$ cat config.mk
export PLATFORM = sky130hd
export DESIGN_NAME = signed_decimal_display_formatter_top
export DESIGN_NICKNAME = d
export VERILOG_FILES = /design/src/rtl/core/sddf_pkg.sv /design/src/rtl/core/signed_decimal_display_formatter_top.sv
export SDC_FILE = /design/constraint.sdc
export NUM_CORES = 1
export LEC_CHECK = 0
export ABC_AREA = 1
export BUFFER_PORTS_ARGS = -buffer_cell sky130_fd_sc_hd__buf_4
export CAP_MARGIN = 20
export CORE_MARGIN = 1.5
export CORE_UTILIZATION = 41
export DETAILED_ROUTE_END_ITERATION = 10
export SLEW_MARGIN = 30
export SYNTH_ARGS = -nofsm -noshare
export SYNTH_HDL_FRONTEND = slang
export SYNTH_SLANG_ARGS = --single-unit
$ cat constraint.sdc
create_clock -name i_clk -period 7.4 [get_ports i_clk]
set_input_delay 0.74 -clock i_clk [delete_from_list [all_inputs] [get_ports i_clk]]
set_output_delay 0.74 -clock i_clk [all_outputs]
set_load 0.1 [all_outputs]
$ cat src/rtl/core/sddf_pkg.sv
// Package for the signed decimal display formatter.
// Holds the field widths, the display codes, the flag struct and the BCD helpers.
// No dependencies.
package sddf_pkg;

    localparam int VALUE_W        = 32;
    localparam int NUM_DIGITS     = 8;
    localparam int CODE_W         = 4;
    localparam int BCD_W          = NUM_DIGITS * CODE_W;
    localparam int DAB_STAGES     = 4;
    localparam int BITS_PER_STAGE = VALUE_W / DAB_STAGES;

    localparam logic [VALUE_W-1:0] BLANK_LIMIT   = 32'd999999999;
    localparam logic [VALUE_W-1:0] MILLION_MARK  = 32'd1000000;
    localparam logic [VALUE_W-1:0] THOUSAND_MARK = 32'd1000;
    localparam logic [CODE_W-1:0]  BLANK_CODE    = 4'd10;

    typedef logic [BCD_W-1:0]  t_bcd;
    typedef logic [CODE_W-1:0] t_code;

    typedef struct packed {
        logic                  neg;
        logic                  over;
        logic [NUM_DIGITS-1:0] lead;   // position i lies above every nonzero digit
        logic                  dot_m;
        logic                  dot_t;
    } t_flags;

    // 10**n, evaluated with constant arguments only
    function automatic logic [VALUE_W-1:0] pow10(input int n);
        logic [VALUE_W-1:0] p;
        p = 32'd1;
        for (int j = 0; j < n; j++) begin
            p = p * 32'd10;
        end
        return p;
    endfunction

    // One shift-and-add-3 step; the top digit's carry drops out,
    // which leaves the low digits exact.
    function automatic t_bcd dabble_step(input t_bcd b, input logic bit_in);
        t_bcd t;
        t = b;
        for (int d = 0; d < NUM_DIGITS; d++) begin
            if (t[d*CODE_W +: CODE_W] >= 4'd5) begin
                t[d*CODE_W +: CODE_W] = t[d*CODE_W +: CODE_W] + 4'd3;
            end
        end
        return {t[BCD_W-2:0], bit_in};
    endfunction

endpackage

$ cat src/rtl/core/signed_decimal_display_formatter_top.sv
// Signed decimal display formatter, top level.
// Pipelined binary-to-BCD conversion with leading-zero blanking.
// Depends on sddf_pkg.
//
// Usage:
//   Input channel: i_valid / o_stall with i_value, a signed 32-bit number.
//   Output channel: o_valid / i_stall with eight digit codes (0-9, 10 blank),
//   the minus sign and the two separator dots.
//   A transaction moves on a clock edge with valid high and stall low.
//   An input transaction reaches o_valid through one
//   magnitude stage, four double-dabble stages of 8 bits each and one
//   output formatting stage.
//   Throughput: one transaction per cycle while the receiver does not stall.
//   Values above 999999999 blank the whole display. Position 0 always
//   shows its digit unless the value is blanked.
//   Reset (synchronous, active low) clears every stage valid bit; payload
//   registers are not reset.
//   When the receiver stalls while a result is held, the whole pipeline
//   freezes, o_stall rises and the held result stays unchanged.
module signed_decimal_display_formatter_top
    import sddf_pkg::*;
(
    input  logic                      i_clk,
    input  logic                      i_rst_n,
    input  logic                      i_valid,
    output logic                      o_stall,
    input  logic signed [VALUE_W-1:0] i_value,
    output logic                      o_valid,
    input  logic                      i_stall,
    output logic [CODE_W-1:0]         o_digit_units,
    output logic [CODE_W-1:0]         o_digit_tens,
    output logic [CODE_W-1:0]         o_digit_hundreds,
    output logic [CODE_W-1:0]         o_digit_thousands,
    output logic [CODE_W-1:0]         o_digit_ten_thousands,
    output logic [CODE_W-1:0]         o_digit_hundred_thousands,
    output logic [CODE_W-1:0]         o_digit_millions,
    output logic [CODE_W-1:0]         o_digit_ten_millions,
    output logic                      o_minus_sign,
    output logic                      o_dot_millions,
    output logic                      o_dot_thousands
);

    localparam int OUT_ST = DAB_STAGES + 1;

    logic               r_vld [0:OUT_ST];
    logic [VALUE_W-1:0] r_rem [0:DAB_STAGES];
    t_flags             r_flg [0:DAB_STAGES];
    t_bcd               r_bcd [1:DAB_STAGES];
    t_code              r_dig [0:NUM_DIGITS-1];
    logic               r_minus;
    logic               r_dot_m;
    logic               r_dot_t;

    logic               adv;
    logic [VALUE_W-1:0] n_rem0;
    t_flags             n_flg0;
    t_flags             n_flg1;
    t_code              n_dig [0:NUM_DIGITS-1];

    // whole pipe moves unless a held result is stalled
    assign adv     = !(r_vld[OUT_ST] && i_stall);
    assign o_stall = !adv;
    assign o_valid = r_vld[OUT_ST];

    always_ff @(posedge i_clk) begin
        if (!i_rst_n) begin
            for (int s = 0; s <= OUT_ST; s++) begin
                r_vld[s] <= 1'b0;
            end
        end else if (adv) begin
            r_vld[0] <= i_valid;
            for (int s = 1; s <= OUT_ST; s++) begin
                r_vld[s] <= r_vld[s-1];
            end
        end
    end

    // stage 0: sign and magnitude
    always_comb begin
        n_flg0      = '0;
        n_flg0.neg  = i_value[VALUE_W-1];
        n_flg0.over = !i_value[VALUE_W-1] && (i_value > $signed(BLANK_LIMIT));
        n_rem0      = i_value[VALUE_W-1] ? (~i_value + 32'd1) : i_value;
    end

    // stage 1 flags: thresholds on the full magnitude
    always_comb begin
        n_flg1       = r_flg[0];
        n_flg1.lead  = '0;
        for (int i = 1; i < NUM_DIGITS; i++) begin
            n_flg1.lead[i] = r_rem[0] < pow10(i);
        end
        n_flg1.dot_m = r_rem[0] > MILLION_MARK;
        n_flg1.dot_t = r_rem[0] > THOUSAND_MARK;
    end

    always_ff @(posedge i_clk) begin
        if (adv) begin
            r_rem[0] <= n_rem0;
            r_flg[0] <= n_flg0;
            r_flg[1] <= n_flg1;
            for (int s = 2; s <= DAB_STAGES; s++) begin
                r_flg[s] <= r_flg[s-1];
            end
        end
    end

    // stages 1..DAB_STAGES: double dabble, BITS_PER_STAGE bits per stage
    for (genvar k = 1; k <= DAB_STAGES; k++) begin : g_dab
        t_bcd               bcd_in;
        t_bcd               n_bcd;
        logic [VALUE_W-1:0] n_rem;

        if (k == 1) begin : g_first
            assign bcd_in = '0;
        end else begin : g_rest
            assign bcd_in = r_bcd[k-1];
        end

        always_comb begin
            n_bcd = bcd_in;
            for (int b = 0; b < BITS_PER_STAGE; b++) begin
                n_bcd = dabble_step(n_bcd, r_rem[k-1][VALUE_W-1-b]);
            end
            n_rem = r_rem[k-1] << BITS_PER_STAGE;
        end

        always_ff @(posedge i_clk) begin
            if (adv) begin
                r_bcd[k] <= n_bcd;
                r_rem[k] <= n_rem;
            end
        end
    end

    // output stage: blanking and code selection
    always_comb begin
        for (int i = 0; i < NUM_DIGITS; i++) begin
            if (r_flg[DAB_STAGES].over || r_flg[DAB_STAGES].lead[i]) begin
                n_dig[i] = BLANK_CODE;
            end else begin
                n_dig[i] = r_bcd[DAB_STAGES][i*CODE_W +: CODE_W];
            end
        end
    end

    always_ff @(posedge i_clk) begin
        if (adv) begin
            for (int i = 0; i < NUM_DIGITS; i++) begin
                r_dig[i] <= n_dig[i];
            end
            r_minus <= r_flg[DAB_STAGES].neg   && !r_flg[DAB_STAGES].over;
            r_dot_m <= r_flg[DAB_STAGES].dot_m && !r_flg[DAB_STAGES].over;
            r_dot_t <= r_flg[DAB_STAGES].dot_t && !r_flg[DAB_STAGES].over;
        end
    end

    assign o_digit_units             = r_dig[0];
    assign o_digit_tens              = r_dig[1];
    assign o_digit_hundreds          = r_dig[2];
    assign o_digit_thousands         = r_dig[3];
    assign o_digit_ten_thousands     = r_dig[4];
    assign o_digit_hundred_thousands = r_dig[5];
    assign o_digit_millions          = r_dig[6];
    assign o_digit_ten_millions      = r_dig[7];
    assign o_minus_sign              = r_minus;
    assign o_dot_millions            = r_dot_m;
    assign o_dot_thousands           = r_dot_t;

    // blank units only happens for an overflowed value: all else dark
    a_over_dark: assert property (@(posedge i_clk) disable iff (!i_rst_n)
        o_valid && (o_digit_units == BLANK_CODE) |->
            (o_digit_ten_millions == BLANK_CODE) && !o_minus_sign && !o_dot_thousands)
        else $error("units blank without full blanking");

    // leading blanking never leaves the tens position blank below a lit hundreds digit
    a_lead_order: assert property (@(posedge i_clk) disable iff (!i_rst_n)
        o_valid && (o_digit_tens == BLANK_CODE) |-> (o_digit_hundreds == BLANK_CODE))
        else $error("digit shown above a blanked tens position");

    a_dots: assert property (@(posedge i_clk) disable iff (!i_rst_n)
        o_valid && o_dot_millions |-> o_dot_thousands)
        else $error("millions dot without thousands dot");

    a_dot_digit: assert property (@(posedge i_clk) disable iff (!i_rst_n)
        o_valid && o_dot_thousands |-> (o_digit_thousands != BLANK_CODE))
        else $error("thousands dot lit over blank thousands digit");

endmodule
# == Yosys cells after proc, flatten, opt, wreduce, memory -nomap -nowiden ==
# Memories as Yosys holds them, arrays and structs flattened.
# Cells that the tools add are included.
# word_totals
in_bits,36
memories,5
output_inout_bits,37
regBits,3
ram_bits,386
latchBits,0
rom_bits,0
elab_cells,720
# mem_list
name,depth,word_bits,read_ports,rd_ports_with_merged_regs,write_ports,line_no,text
r_rem,5,32,4,0,5,signed_decimal_display_formatter_top.sv:46,logic [VALUE_W-1:0] r_rem [0:DAB_STAGES];
r_bcd,4,32,4,0,4,signed_decimal_display_formatter_top.sv:48,t_bcd r_bcd [1:DAB_STAGES];
r_flg,5,12,5,0,5,signed_decimal_display_formatter_top.sv:47,t_flags r_flg [0:DAB_STAGES];
r_dig,8,4,8,0,8,signed_decimal_display_formatter_top.sv:49,t_code r_dig [0:NUM_DIGITS-1];
r_vld,6,1,6,0,6,signed_decimal_display_formatter_top.sv:45,logic r_vld [0:OUT_ST];
# op_classes
shifts,0
muxes,239
multipliers,0
magnitude_cmp,230
add_sub_neg,221
reduce_logical,15
bitwise,7
div_mod_pow,0
eq_ne,0
# ops
operator,count
$ge A4 B3 Y1 const B,213
$mux W4,201
$add A4 B2 Y4 const B,189
$mux W3,27
$add A3 B2 Y3 const B,24
$add A32 B1 Y32 const B,1
$gt A32 B10 Y1 const B,1
$gt A32 B20 Y1 const B,1
$gt A32 B31 Y1 const B,1
$lt A32 B10 Y1 const B,1
$lt A32 B14 Y1 const B,1
$lt A32 B17 Y1 const B,1
$lt A32 B20 Y1 const B,1
$lt A32 B24 Y1 const B,1
$lt A32 B4 Y1 const B,1
$lt A32 B7 Y1 const B,1
$mux W32,1
$not A32 Y32,1
$add A1 B2 Y3 const B,4
$ge A1 B3 Y1 const B,4
$mux W1,10
$add A1 B2 Y3 const AB,3
$ge A1 B3 Y1 const AB,3
$logic_or A1 B1 Y1,8
3 further kinds,13

# == Logic depth before layout (Yosys ltp) ==
# An unclocked memory read counts as a cell.
# logic_depth
ltp_word,17
ltp_mapped,56
mapped_depth_nobuf,56

# == Worst setup path before layout ==
# No wires, ideal clock.
# synth_path
kind,reg2reg
from,"mem r_vld[5][0], in the netlist r_vld[0][5]"
to,"mem r_vld[0][0], enable pin"
required_time_ps,7026
synth_period_minus_slack_ps,10224
path_stages_with_launch,4
t_arrival_ps,9850
path_buffers,0
setup_time_ps,374
setup_slack_ps,-2824
cell_sequence,edfxtp_1 -> nand2_1 -> inv_1 -> nand2_1
# synth_lines
item,line_no
start: declaration,signed_decimal_display_formatter_top.sv:45

==> impl_metrics.ini <==
[status]
status = finished, final reports clean

[cells_and_area]
syn_to_final_growth_pct = 10.53
nNetsFinal = 3644
fin_area_sq_um = 26840
final_cells = 4267
drive_gt1_frac = 0.1568
seqCellArea_sq_um = 7838
multi_input_area_sq_um = 14220
n_antenna_cell = 0
final.fill_count = 5926

[sta]
setup_violations = 0
min_period_ns = 6.650
slew_headroom = 0.5072
tightest_slew_ns = 0.7392
final_hold_viol_count = 0
worst_clock_skew_ns = 0.04618
fin_crit_sh = 0.8987
fmax_mhz = 150.4
drv_slew = 0

[yosys]
avgSynthCellArea_sq_um = 7.203
yosysUniqueCellTypes = 54
async_flop_share = 0
ys_warn_count = 0
ys.flop_type = edfxtp_1
ys_seq_area_frac = 0.3228
synth_area_sq_um = 24280
synth.largest_area_cell = edfxtp_1
synth.area.top_cells = edfxtp_1 32%, nand2_1 16%, inv_1 9.0%, ha_1 7.0%, nand3_1 6.9%
syn_inst = 3371
synth_edf_count = 261
synth_top_cell_area_share = 0.3228
synth_nets = 3543
ys_seq_elements = 261
yosysMostFrequentCell = nand2_1
synthTopCellsByCount = 1032 x nand2_1, 585 x inv_1, 337 x nand3_1

[hold_path]
hold_class = in2reg
holdPathEnd = r_rem[0][0]
holdPathStages = 1
hold_start = i_value[0]

[worst_setup_path]
crit_type = reg2reg
crit_top_cell = nand2_1
reg2reg_from = r_bcd[0][124]
cp_slowest_stage_delay_ns = 0.40
cp_max_fo = 4
cp.arrival_ns = 6.96
cpLargestDelayFamily = simple AND/OR/NAND/NOR gates
rrSetupSlack_ns = 0.75
critPathSlowestCell = edfxtp_1
reg2reg_depth = 54
reg2reg_to = r_bcd[0][157]
cp_data_required_time_ns = 7.71
startpoint_type = flip-flop
cp-end-kind = flip-flop
path_buf_inv = 11

[die]
die_h_microns = 246.4
core_sq_um = 58800
start_util = 0.4130
die_w_microns = 246.4
core.rowCount = 89
io_pins = 73
dieArea_sq_um = 60690

[routing]
firstDrtPassIters = 5
drcViolationCount = 0
avgRoutedWirePerCell_microns = 9.451
ant_nets = 0
vias = 20010
wl_mm = 40.33
drtIter0Drc = 722
routed_via_density = 4.690

[grt]
grt_overflow = 0
grt_pass1_wl_mm = 73.00
grt_usage = 0.1344
grt_max_degree = 137
antenna_found_initial = 0
grt_pass1_vias = 18320

[clocking]
cts.htree.levels = 1
worstSkewPairLatency_ns = 0.60
cts.clk_slew.worst_paths_ns = 0.06
clock_sinks = 261
clockBufferDepth = 3
cts_tree = yes
numCtsBuffers = 30
cts_setup_buffers = 0
cts_root_buf = clkbuf_16

[placement]
dp.cells = 4212
placedInstanceArea_sq_um = 25800
dpl.hpwl_mm = 32.24
numPortBuffers = 72
gp_congestion = 0.8282

[flow_run]
maxCapViolCount = 0
-- placed cells by master, fill, tap and decap left out, types with 30 or more instances in the layout --
cell / synthesis / final
nand2_1: 1032 / 1028
buf_4: 0 / 72
edfxtp_1: 261 / 261
ha_1: 136 / 135
a21oi_1: 38 / 38
nand2_2: 187 / 190
clkbuf_16: 0 / 30
o21ai_0: 72 / 70
o21ai_2: 46 / 47
xor2_1: 74 / 72
inv_1: 585 / 584
o21ai_1: 32 / 33
nand3_2: 67 / 67
nand4_1: 115 / 115
nand3_1: 337 / 337
nor2_1: 112 / 109
-- flip-flops by register name (all words and copies together), names as in the netlist --
signal,count
o_dot_millions,1
r_dig,32
o_dot_thousands,1
r_bcd,94
r_flg,46
r_vld,6
r_rem,80
o_minus_sign,1
-- routing by layer --
layer | GRT usage | wire length [microns] | vias to the layer above
met5 | 0 | 0 | -
met4 | 0.02977 | 768 | 0
met3 | 0.01667 | 968 | 45
met2 | 0.2444 | 18630 | 140
met1 | 0.1684 | 19960 | 8609
li1 | - | - | 11220
-- worst max-delay path by stage --
| stage | start | endpoint | slack (ns) | depth (start not counted) |
|---|---|---|---|---|
| 2_1_floorplan | r_vld[0][5] | r_vld[0][0] | 0.75 | 3 |
| 3_3_place_gp | r_bcd[0][124] | r_bcd[0][157] | 0.64 | 56 |
| 3_5_place_dp | r_bcd[0][124] | r_bcd[0][158] | 0.47 | 56 |
| 4_1_cts | r_bcd[0][124] | r_bcd[0][158] | 0.45 | 56 |
| 5_1_grt | r_bcd[0][124] | r_bcd[0][158] | -0.03 | 56 |
| 6_report | r_bcd[0][124] | r_bcd[0][157] | 0.75 | 54 |
-- stage by stage --
step / setup slack (ns) / utilization / TNS (ns) / hold slack [ns]
5_1_grt: -0.02940 / 0.4565 / -0.04667 / 0.3208
3_5_place_dp: 0.4728 / 0.4389 / 0 / 0.4045
2_1_floorplan: 0.7548 / - / 0 / 0.4003
3_3_place_gp: 0.6446 / 0.4389 / 0 / 0.4012
4_1_cts: 0.4486 / 0.4550 / 0 / 0.3066
6_report: 0.7499 / 0.4565 / 0 / 0.3525
-- logic make-up after synthesis --
logic type	after synthesis	synth area share
and+or+nand+nor	1989	0.3966
DFF	261	0.3228
buffers and inverters	612	0.09466
AOI/OAI and AO/OA	267	0.07194
muxes	2	0.0008245
adders and majority gates	136	0.07008
xor gates and xnor gates	104	0.04308
-- layout make-up --
cell class                      instances  share of cell area
Tap cell                              773             0.03604
Clock buffer                           34             0.02853
Multi-Input combinational cell       2498              0.5297
Inverter                              607             0.08490
Sequential cell                       261              0.2920
Timing Repair Buffer                   74             0.02191
Clock inverter                         20            0.006853
-- repair_timing --
| action | CTS | global route |
|---|---|---|
| endpoints found under the setup margin | 0 | 3 |
| gates resized for setup | 0 | 16 |
| hold buffers | 0 | 0 |
Power is not shown: default switching activity piles up to over one toggle a cycle in this logic, so the estimate is an artifact.
